### src/hdl/oaht_mod_unit.sv
`timescale 1ns / 1ps
// ----------------------------------------------------------------------------
// oaht_mod_unit
// restoring remainder unit, two dividend bits per cycle
// ----------------------------------------------------------------------------
module oaht_mod_unit #(
   parameter int DIV_W = 30,
   parameter int SZ_W  = 11,
   parameter int REM_W = 10
) (
   input  logic             clock,
   input  logic             reset,
   input  logic             start,
   input  logic [DIV_W-1:0] dividend,
   input  logic [SZ_W-1:0]  divisor,
   output logic             done,
   output logic [REM_W-1:0] remainder
);
   localparam int STEPS = DIV_W / 2;
   localparam int STEP_CW = (STEPS > 1) ? $clog2(STEPS) : 1;

   logic [DIV_W-1:0]   dvd_ff, dvd_in;
   logic [SZ_W:0]      rem_ff, rem_in;
   logic [STEP_CW-1:0] cnt_ff, cnt_in;
   logic               run_ff, run_in;
   logic               done_ff, done_in;
   logic [SZ_W:0]      r1, r2;

   always_comb begin
      r1 = {rem_ff[SZ_W-1:0], dvd_ff[DIV_W-1]};
      if (r1 >= {1'b0, divisor}) begin
         r1 = r1 - {1'b0, divisor};
      end
      r2 = {r1[SZ_W-1:0], dvd_ff[DIV_W-2]};
      if (r2 >= {1'b0, divisor}) begin
         r2 = r2 - {1'b0, divisor};
      end

      dvd_in  = dvd_ff;
      rem_in  = rem_ff;
      cnt_in  = cnt_ff;
      run_in  = run_ff;
      done_in = 1'b0;
      if (start) begin
         dvd_in = dividend;
         rem_in = '0;
         cnt_in = STEP_CW'(STEPS - 1);
         run_in = 1'b1;
      end else if (run_ff) begin
         dvd_in = {dvd_ff[DIV_W-3:0], 2'b00};
         rem_in = r2;
         cnt_in = cnt_ff - 1'b1;
         if (cnt_ff == '0) begin
            run_in  = 1'b0;
            done_in = 1'b1;
         end
      end
   end

   always_ff @(posedge clock) begin
      dvd_ff <= dvd_in;
      rem_ff <= rem_in;
      cnt_ff <= cnt_in;
      if (reset) begin
         run_ff  <= 1'b0;
         done_ff <= 1'b0;
      end else begin
         run_ff  <= run_in;
         done_ff <= done_in;
      end
   end

   assign done      = done_ff;
   assign remainder = rem_ff[REM_W-1:0];
endmodule

### config.mk
export PLATFORM = sky130hd
export DESIGN_NAME = oaht_mod_unit
export DESIGN_NICKNAME = d
export VERILOG_FILES = /design/src/hdl/oaht_mod_unit.sv
export SDC_FILE = /design/constraint.sdc
export NUM_CORES = 1
export LEC_CHECK = 0
export ABC_CLOCK_PERIOD_IN_PS = 11900
export BUFFER_PORTS_ARGS = -buffer_cell sky130_fd_sc_hd__buf_2
export CORE_MARGIN = 5
export CORE_UTILIZATION = 50
export DETAILED_ROUTE_END_ITERATION = 6
export GPL_TIMING_DRIVEN = 0
export PLACE_DENSITY = 0.72
export SYNTH_ARGS = -nofsm -noshare
export SYNTH_HDL_FRONTEND = slang
export SYNTH_SLANG_ARGS = --single-unit
### constraint.sdc
create_clock -name clock -period 11.9 [get_ports clock]
set_clock_uncertainty 0.15 [all_clocks]
set_input_delay 1.19 -clock clock [delete_from_list [all_inputs] [get_ports clock]]
set_output_delay 1.19 -clock clock [all_outputs]
set_load 0.02 [all_outputs]
==> results.sh, run 1 <==
export IMPL_gp_congestion=0.855
export IMPL_synth_area_leader_cell="edfxtp_1"
export IMPL_crit_type="input port to flop"
export IMPL_slew_violations=0
export IMPL_clk_latency_ns=0.31
export IMPL_startpoint_type="input port"
export IMPL_power_density_mw_per_mm2=172
export IMPL_postRouteWirelength_um=6890
export IMPL_setup_ws_ns=6.41
export IMPL_netlist_top_cells_count="36 x mux2_2, 30 x edfxtp_1, 27 x nor2_1"
export IMPL_wl_per_cell_um=15.4
export IMPL_path_cells="buf_2 -> ha_1 -> fa_1 -> nand2b_2 -> a21oi_4 -> o22ai_1 -> a211oi_2 -> nor2_2 -> buf_4 -> o21ai_2 -> inv_1 -> fa_1 -> nand2b_1 -> a21oi_1 -> o211ai_1 -> a32o_1 -> o31a_2 -> o21ai_4 -> buf_6 -> mux2i_1 -> a211oi_1"
export IMPL_yosys_register_bits=47
export IMPL_dp_hpwl_um=5430
export IMPL_n_antenna_cell=0
export IMPL_preCtsSetupSlack_ns=6.18
export IMPL_drt_drc_violations_left=0
export IMPL_cts_max_path_buffers=2
export IMPL_synth_area_leaders="edfxtp_1 28%, mux2_2 12%, dfxtp_1 10%"
export IMPL_io_pins=55
export IMPL_synth_most_common_cell="mux2_2"
export IMPL_die_x_um=90.9
export IMPL_avgSynthCellArea_um2=10.6
export IMPL_syn_to_final_growth_pct=13.9
export IMPL_drt_vias_per_instance=5.47
export IMPL_post_cts_buffers=0
export IMPL_layout_cells_non_filler=449
export IMPL_initial_core_util=0.516
export IMPL_post_cts_resized=0
export IMPL_yosys_area_top_type_share=0.275
export IMPL_cts_hold_buf=0
export IMPL_cts_tree="built"
export IMPL_ant_nets=0
export IMPL_ys_types=52
export IMPL_grt_pass1_vias=2476
export IMPL_syn_nets=379
export IMPL_tightest_slew_ns=0.692
export IMPL_leakagePower_nw=1.64
export IMPL_grt_usage=0.166
export IMPL_setup_worst_path_end_class="flop"
export IMPL_synth_edf_count=30
export IMPL_cap_violations=0
export IMPL_finalSetupTns_ns=0
export IMPL_cp_slowest_cell="fa_1"
export IMPL_grt_remaining_overflow=0
export IMPL_rsz0062_at_grt="false"
export IMPL_vias=2458
export IMPL_setup_viol=0
export IMPL_cpMostUsedCell="fa_1"
export IMPL_clockRootBuffer="clkbuf_8"
export IMPL_async_flop_share=0
export IMPL_cts_sinks=47
export IMPL_grt_start_max_net_pins=31
export IMPL_dieArea_mm2=0.00827
export IMPL_final_area_mm2=0.00373
export IMPL_fmax_mhz=182
export IMPL_hold_violations=0
export IMPL_min_path_type="flop to flop"
export IMPL_ys_warn_count=0
export IMPL_placed_area_mm2=0.00364
export IMPL_postSynthCellCount=310
export IMPL_drt_iter0_drc=104
export IMPL_critical_path_required_ns=11.91
export IMPL_numPlacedInstances=441
export IMPL_fin_nets=440
export IMPL_slowest_delay_ns=0.43
export IMPL_grt_first_pass_wirelength_um=11400
export IMPL_numCtsBuffers=5
export IMPL_coreArea_mm2=0.00635
export IMPL_path_max_fanout=10
export IMPL_peakVddDrop_v=0.000114
export IMPL_clk_pin_slew_ns=0.09
export IMPL_syn_area_mm2=0.00328
export IMPL_port_buffers=54
export IMPL_fin_crit_sh=0.461
export IMPL_outcome="completed"
export IMPL_h_tree_depth=2
export IMPL_final_layout_size_suffix_gt1_frac=0.336
export IMPL_antenna_found_initial=0
export IMPL_ys_seq_area_frac=0.379
export IMPL_whs_ns=0.355
export IMPL_min_period_ns=5.49
export IMPL_die_y_um=90.9
export IMPL_synth_ff_type="edfxtp_1"
export IMPL_std_cell_rows=29
export IMPL_relSlewSlack=0.539
export IMPL_arrival_ns=5.50
export IMPL_dr_pass1_iters=4
==> final timing paths <==
check / depth (start not counted) / slack [ns] / end / start
setup / recovery: 21 / 6.41 / rem_ff[8]$_SDFFE_PP0P_ / divisor[0]
hold reg to reg: 2 / 0.35 / rem_ff[10]$_SDFFE_PP0P_ / rem_ff[10]$_SDFFE_PP0P_
hold / removal: 2 / 0.35 / rem_ff[10]$_SDFFE_PP0P_ / rem_ff[10]$_SDFFE_PP0P_
setup reg to reg: 21 / 7.05 / rem_ff[8]$_SDFFE_PP0P_ / dvd_ff[29]$_DFFE_PP_
==> cells by family after synthesis <==
logic type | Yosys count | synth area share
and+or+nand+nor | 77 | 0.118
AOI/OAI and AO/OA | 52 | 0.125
muxes | 48 | 0.165
DFF | 47 | 0.379
buffers and inverters | 42 | 0.0630
adders and majority gates | 25 | 0.100
xor gates and xnor gates | 19 | 0.0508
==> metrics by stage <==
step / util / total power [mW]
final: 0.588 / 0.641
after global routing: 0.588 / 0.687
after CTS: 0.588 / 0.642
after detailed placement: 0.574 / 0.543
after global placement: 0.574 / 0.536
after floorplan: - / 0.478
==> final cells by class <==
| class | instances | area [um2] |
|---|---|---|
| Clock buffer | 6 | 72.6 |
| Tap cell | 77 | 96.3 |
| Buffer | 21 | 128 |
| Timing Repair Buffer | 54 | 270 |
| Multi-Input combinational cell | 221 | 1830 |
| Inverter | 21 | 78.8 |
| Sequential cell | 47 | 1240 |
| Fill cell | 566 | 2620 |
| Clock inverter | 2 | 16.3 |
==> critical path: cells and delay by family <==
family | cells | cell delay, ns
AO/OA/AOI/OAI | 10 | 1.87
multiplexers | 1 | 0.26
AND/OR/NAND/NOR | 3 | 0.50
adder cells (fa/ha/maj) | 3 | 1.05
buffers and inverters | 4 | 0.62
==> state kept, by name (all words and copies together), names as in the netlist <==
register	count
cnt_ff	4
run_ff	1
dvd_ff	30
rem_ff	11
done	1
==> layout by cell type, fill, tap and decap left out, types with 2 or more instances in the layout <==
cell       Yosys  layout
inv_1         21      21
buf_1          5       5
clkbuf_8       0       5
ha_1          23      23
nor3_1         6       6
xor2_1         5       5
nand2b_1       8       8
a211oi_2       4       4
a21oi_1       10      10
nor2b_1        3       3
nand2_1       16      16
buf_2          0      54
clkbuf_1       4       5
and2_1         2       2
nor2_1        27      27
o21ai_0        5       5
fa_1           2       2
nor4b_1        2       2
or2_2          2       2
nand4_1        2       2
a211oi_1      11      11
dfxtp_1       17      17
buf_4         11      11
edfxtp_1      30      30
o211ai_1       2       2
o2111ai_1      2       2
a21o_1         5       5
mux2i_1       10      10
mux2_2        36      36
nand3_1        2       2
xnor2_1       14      14
==> power by group <==
group          leakage (nW)  internal [mW]  switching [mW]  total, mW
Clock                0.0418         0.0423          0.0565     0.0988
Sequential            0.443          0.195          0.0119      0.207
Combinational          1.15          0.161           0.175      0.336
==> routing by layer <==
layer | GRT usage | routed length, um | vias to the layer above
met1 | 0.212 | 3000 | 1166
met4 | 0.0526 | 108 | 0
met3 | 0.0372 | 335 | 11
met2 | 0.281 | 3450 | 52
met5 | 0 | 0 | -
li1 | - | - | 1229
(Power assumes the default switching activity.)
==> inputs of run 2 (changes only) <==
ABC_AREA = 1   (was unset)
ABC_CLOCK_PERIOD_IN_PS = 4950   (was 11900)
PLACE_DENSITY = 0.75   (was 0.72)
clock period = 4.95 ns   (was 11.9 ns; I/O delays follow)
==> results.sh, run 2 <==
export IMPL_outcome="completed"
export IMPL_cts_hold_buf=0
export IMPL_dieArea_mm2=0.00856
export IMPL_cp_startpoint="dvd_ff[29]$_DFFE_PP_"
export IMPL_cp_slowest_cell="ha_1"
export IMPL_endpoint="rem_ff[8]$_SDFFE_PP0P_"
export IMPL_fin_util=0.575
export IMPL_synth_most_common_cell="nand2_1"
export IMPL_mostFrequentLayoutCells="195 x nand2_1, 58 x inv_1, 56 x buf_2"
export IMPL_initial_core_util=0.507
export IMPL_ys_types=34
export IMPL_tightest_slew_ns=1.12
export IMPL_drt_drc_violations_left=0
export IMPL_finalSetupTns_ns=0
export IMPL_final_layout_size_suffix_gt1_frac=0.154
export IMPL_syn_to_final_growth_pct=13.4
export IMPL_r2r_cells=23
export IMPL_post_cts_buffers=0
export IMPL_timing_rr_start="dvd_ff[29]$_DFFE_PP_"
export IMPL_setup_worst_path_end_class="flop"
export IMPL_placed_area_mm2=0.00377
export IMPL_crit_family="simple AND/OR/NAND/NOR gates"
export IMPL_die_y_um=92.5
export IMPL_fin_nets=615
export IMPL_final_common_cell="nand2_1"
export IMPL_clk_latency_ns=0.30
export IMPL_leakagePower_nw=2.12
export IMPL_setup_viol=0
export IMPL_path_max_fanout=10
export IMPL_io_pins=55
export IMPL_numCtsBuffers=5
export IMPL_drt_iter0_drc=227
export IMPL_relSlewSlack=0.250
export IMPL_min_path_type="input port to flop"
export IMPL_coreArea_mm2=0.00672
export IMPL_grt_pass1_vias=3052
export IMPL_top_register="dvd_ff"
export IMPL_rsz0062_at_grt="false"
export IMPL_antenna_found_initial=0
export IMPL_postRouteWirelength_um=7820
export IMPL_path_cells="inv_1 -> ha_1 -> fa_1 -> inv_1 -> nand3_1 -> nand3_1 -> nand3_1 -> nand4_1 -> buf_4 -> nand2_1 -> o21ai_0 -> inv_1 -> ha_1 -> nand2_1 -> nor2_1 -> nand3b_1 -> nand3_1 -> nand2_1 -> nand3_1 -> clkbuf_2 -> o21ai_1 -> nand3_1 -> nand2_1"
export IMPL_arrival_ns=4.07
export IMPL_grt_util_met1=0.254
export IMPL_peakVddDrop_v=0.000262
export IMPL_async_flop_share=0
export IMPL_fillers=654
export IMPL_final_area_mm2=0.00386
export IMPL_postSynthCellCount=485
export IMPL_fin_crit_sh=0.811
export IMPL_reg2reg_slack_ns=0.93
export IMPL_critical_path_required_ns=5.00
export IMPL_synth_edf_count=30
export IMPL_vias=3149
export IMPL_std_cell_rows=30
export IMPL_dr_pass1_iters=5
export IMPL_dp_hpwl_um=6170
export IMPL_grt_util_met2=0.309
export IMPL_power_density_mw_per_mm2=649
export IMPL_grt_start_max_net_pins=31
export IMPL_preCtsSetupSlack_ns=0.786
export IMPL_syn_area_mm2=0.00340
export IMPL_cap_violations=0
export IMPL_grt_usage=0.191
export IMPL_slowest_delay_ns=0.43
export IMPL_netlist_top_cells_count="195 x nand2_1, 58 x inv_1, 33 x nor2_1"
export IMPL_clk_pin_slew_ns=0.09
export IMPL_yosys_register_bits=47
export IMPL_grt_busiest_layer="met2"
export IMPL_grt_first_pass_wirelength_um=13400
export IMPL_port_buffers=54
export IMPL_synth_area_leaders="edfxtp_1 26%, nand2_1 21%, dfxtp_1 10%"
export IMPL_ys_seq_area_frac=0.365
export IMPL_path_depth=23
export IMPL_setup_ws_ns=0.933
export IMPL_wl_per_cell_um=12.5
export IMPL_gp_congestion=0.890
export IMPL_synth_ff_type="edfxtp_1"
export IMPL_reg_largest_list="dvd_ff x30, rem_ff x11, cnt_ff x4"
export IMPL_slew_violations=0
export IMPL_startpoint_type="flop"
export IMPL_die_x_um=92.5
export IMPL_drt_vias_per_instance=5.02
export IMPL_cts_tree="built"
export IMPL_avgSynthCellArea_um2=7.02
export IMPL_met3_usage=0.0439
export IMPL_fmax_mhz=249
export IMPL_largest_reg_flops=30
export IMPL_cp_num_buf_inv=5
export IMPL_clockRootBuffer="clkbuf_8"
export IMPL_r2r_end="rem_ff[8]$_SDFFE_PP0P_"
export IMPL_post_cts_resized=0
export IMPL_ys_warn_count=0
export IMPL_crit_type="flop to flop"
export IMPL_ant_nets=0
export IMPL_min_period_ns=4.02
export IMPL_yosys_area_top_type_share=0.265
export IMPL_synth_area_leader_cell="edfxtp_1"
export IMPL_n_antenna_cell=0
export IMPL_grt_remaining_overflow=0
export IMPL_h_tree_depth=2
export IMPL_cts_sinks=47
export IMPL_whs_ns=0.216
export IMPL_cpMostUsedCell="nand3_1"
export IMPL_cts_max_path_buffers=2
export IMPL_hold_violations=0
export IMPL_syn_nets=554
## run 2: cell count changes after synthesis, sizes merged, moves of 4 or more
cell	before	now
mux2i	11	0
xnor2	14	4
mux2	37	0
nand2	16	196
a211oi	15	0
nor2	28	37
nor3	6	2
nand2b	9	0
nand3	2	25
inv	21	59
xor2	5	9
o21ai	7	25
## run 2: routing by layer
layer / up-vias / wire length [um]
met5: - / 0
li1: 1650 / -
met3: 10 / 543
met1: 1385 / 3620
met4: 0 / 125
met2: 104 / 3530
## run 2: layout make-up
type	instances	area (um2)	share of cell area
Inverter	59	221	0.0574
Tap cell	80	100	0.0259
Sequential cell	47	1240	0.321
Multi-Input combinational cell	356	1800	0.466
Clock buffer	6	72.6	0.0188
Clock inverter	2	13.8	0.00356
Timing Repair Buffer	54	270	0.0700
Buffer	23	143	0.0369
## run 2: worst reg2reg max path: stages, from the launching register on
cell and delay [ns]:
edfxtp_1 0.38, inv_1 0.06, ha_1 0.22, fa_1 0.42, inv_1 0.12, nand3_1 0.07, nand3_1 0.14, nand3_1 0.13
nand4_1 0.13, buf_4 0.19, nand2_1 0.06, o21ai_0 0.14, inv_1 0.11, ha_1 0.43, nand2_1 0.10, nor2_1 0.14
nand3b_1 0.09, nand3_1 0.14, nand2_1 0.07, nand3_1 0.13, clkbuf_2 0.25, o21ai_1 0.09, nand3_1 0.11, nand2_1 0.06
## run 2: how the worst min path moves through the flow
stage | slack [ns] | to | startpoint | cells after the start
floorplan | 0.29 | rem_ff[10]$_SDFFE_PP0P_ | rem_ff[10]$_SDFFE_PP0P_ | 2
global placement | 0.31 | rem_ff[10]$_SDFFE_PP0P_ | rem_ff[10]$_SDFFE_PP0P_ | 2
detailed placement | 0.32 | rem_ff[10]$_SDFFE_PP0P_ | rem_ff[10]$_SDFFE_PP0P_ | 2
CTS | 0.21 | done$_SDFF_PP0_ | reset | 2
global route | 0.21 | done$_SDFF_PP0_ | reset | 2
finish | 0.22 | done$_SDFF_PP0_ | reset | 2
## run 2: through the flow
step	std cells	total power [mW]
6_report	627	2.51
5_1_grt	627	2.75
4_1_cts	627	2.49
3_5_place_dp	619	2.24
3_3_place_gp	619	2.21
2_1_floorplan	485	1.89
## run 2: cell families (layout without fill, tap and decap cells)
family	Yosys count	count (layout)	share of synthesized area
buf+inv	82	144	0.107
xor+xnor	13	13	0.0334
fa+ha+maj	25	25	0.0963
flops	47	47	0.365
simple gates	272	272	0.325
compound gates	46	46	0.0739
## run 2: power by group
group          internal, mW  total [mW]  switching (mW)
sequential            0.490       0.538          0.0485
combinational         0.666        1.73            1.07
clock                 0.100       0.236           0.136
total                  1.26        2.51            1.25
==> inputs of run 3 (changes only) <==
ABC_CLOCK_PERIOD_IN_PS = 3500   (was 4950)
clock period = 3.5 ns   (was 4.95 ns; I/O delays follow)
==> results.sh, run 3 (synthesis gave the netlist of run 2 again) <==
export IMPL_crit_family="simple AND/OR/NAND/NOR gates"
export IMPL_clk_pin_slew_ns=0.09
export IMPL_grt_pass1_vias=3241
export IMPL_std_cell_rows=30
export IMPL_port_buffers=54
export IMPL_comb_power_share=0.772
export IMPL_final_area_mm2=0.00440
export IMPL_power_density_mw_per_mm2=1110
export IMPL_setup_ws_ns=-0.0888
export IMPL_crit_type="flop to flop"
export IMPL_numPlacedInstances=619
export IMPL_rsz0062_at_grt="true"
export IMPL_setup_viol=11
export IMPL_n_antenna_cell=0
export IMPL_top_register="dvd_ff"
export IMPL_fin_util=0.655
export IMPL_multiInputGateArea_mm2=0.00216
export IMPL_finalSetupTns_ns=-0.667
export IMPL_vias=3418
export IMPL_final_common_cell="nand2_1"
export IMPL_gp_congestion=0.890
export IMPL_dp_hpwl_um=6170
export IMPL_die_y_um=92.5
export IMPL_io_pins=55
export IMPL_grt_usage=0.206
export IMPL_fin_crit_sh=1.03
export IMPL_clockRootBuffer="clkbuf_8"
export IMPL_grt_start_max_net_pins=31
export IMPL_leakagePower_nw=2.25
export IMPL_clk_latency_ns=0.30
export IMPL_antenna_found_initial=0
export IMPL_min_period_ns=3.59
export IMPL_wl_per_cell_um=14.5
export IMPL_p_seq_frac=0.160
export IMPL_ant_nets=0
export IMPL_p_sw_mw=2.41
export IMPL_grt_remaining_overflow=0
export IMPL_peakVddDrop_v=0.000479
export IMPL_fin_nets=634
export IMPL_preCtsSetupSlack_ns=-0.519
export IMPL_p_int_mw=2.47
export IMPL_fmax_mhz=279
export IMPL_slew_violations=0
export IMPL_layout_cells_non_filler=646
export IMPL_placed_area_mm2=0.00377
export IMPL_relSlewSlack=0.238
export IMPL_reg_largest_list="dvd_ff x30, rem_ff x11, cnt_ff x4"
export IMPL_drt_drc_violations_left=0
export IMPL_sw_frac_of_total=0.494
export IMPL_slowest_delay_ns=0.43
export IMPL_fillers=538
export IMPL_whs_ns=0.0722
export IMPL_cp_slowest_cell="edfxtp_1"
export IMPL_pwr_share_clk=0.069
export IMPL_initial_core_util=0.507
export IMPL_path_max_fanout=5
export IMPL_seq_area_mm2=0.00124
export IMPL_min_path_type="input port to flop"
export IMPL_arrival_ns=3.64
export IMPL_setup_worst_path_end_class="flop"
export IMPL_dr_pass1_iters=5
export IMPL_p_total_mw=4.88
export IMPL_outcome="complete, but fails checks"
export IMPL_cp_num_buf_inv=6
export IMPL_cts_max_path_buffers=2
export IMPL_drt_iter0_drc=266
export IMPL_cts_tree="built"
export IMPL_dieArea_mm2=0.00856
export IMPL_drt_vias_per_instance=5.29
export IMPL_violations="setup timing"
export IMPL_largest_reg_flops=30
export IMPL_postRouteWirelength_um=9390
export IMPL_grt_first_pass_wirelength_um=14400
export IMPL_final_layout_size_suffix_gt1_frac=0.307
export IMPL_h_tree_depth=2
export IMPL_hold_violations=0
export IMPL_syn_to_final_growth_pct=29.3
export IMPL_startpoint_type="flop"
export IMPL_cap_violations=0
export IMPL_critical_path_required_ns=3.55
export IMPL_cts_sinks=47
export IMPL_die_x_um=92.5
export IMPL_tightest_slew_ns=1.14
export IMPL_numCtsBuffers=5
export IMPL_mostFrequentLayoutCells="176 x nand2_1, 55 x buf_2, 46 x inv_1"
export IMPL_coreArea_mm2=0.00672
-- run 3: cell count changes in the layout (fill, tap and decap cells not counted), moves of 9 or more --
cell     before  now
o21ai_0      15    6
ha_1         23   10
nand3_2       0   10
ha_4          0   13
buf_4        12   29
nand3_1      25   14
nand2_1     195  176
nand2_2       1   17
inv_1        58   46
inv_2         1   13
-- run 3: cell type report --
cell class,count,area share
Clock inverter,2,0.00313
Tap cell,80,0.0227
Timing Repair Buffer,73,0.0947
Sequential cell,47,0.283
Buffer,23,0.0378
Inverter,59,0.0503
Multi-Input combinational cell,356,0.492
Clock buffer,6,0.0165
-- run 3: repair_timing --
item,4_1_cts,5_1_grt
buffers inserted,10,6
gates cloned,2,1
hold buffers,0,0
endpoints found under the setup margin,11,11
pin swaps,12,15
gates resized for setup,54,50
-- run 3: power groups by stage --
stage          combinational [mW]  sequential (mW)  clock (mW)
2_1_floorplan                1.92            0.751           0
4_1_cts                      3.07            0.764       0.341
6_report                     3.76            0.780       0.335
3_5_place_dp                 2.39            0.773           0
5_1_grt                      4.05            0.792       0.365
3_3_place_gp                 2.35            0.771           0
-- run 3: routing by layer --
metal | wire [um] | GRT usage
met4 | 224 | 0.0569
met2 | 4550 | 0.351
met1 | 4060 | 0.268
met3 | 559 | 0.0366
met5 | 0 | 0
-- run 3: worst reg2reg max path, stage by stage, from the launching register on --
cell,delay (ns)
edfxtp_1,0.43
inv_2,0.10
ha_4,0.13
fa_2,0.21
inv_2,0.05
nand3_2,0.06
nand3_2,0.09
nand3_2,0.08
nand4_1,0.20
buf_4,0.22
buf_8,0.13
o21ai_4,0.18
inv_2,0.07
ha_4,0.26
nand2_2,0.06
nand2_2,0.06
nand3_2,0.06
nand2_2,0.06
nand2_2,0.06
nand3_2,0.10
nand2_2,0.09
nand3_4,0.10
nor2_4,0.16
buf_6,0.15
nand2_1,0.06
nand3_1,0.10
nand2_1,0.06
-- run 3: worst paths after layout --
path                           start                       to  slack [ns]  depth (start not counted)
max             dvd_ff[29]$_DFFE_PP_   rem_ff[4]$_SDFFE_PP0P_       -0.09                         26
max reg2reg     dvd_ff[29]$_DFFE_PP_   rem_ff[4]$_SDFFE_PP0P_       -0.09                         26
min reg2reg  rem_ff[10]$_SDFFE_PP0P_  rem_ff[10]$_SDFFE_PP0P_        0.33                          2
min                            reset          done$_SDFF_PP0_        0.07                          2
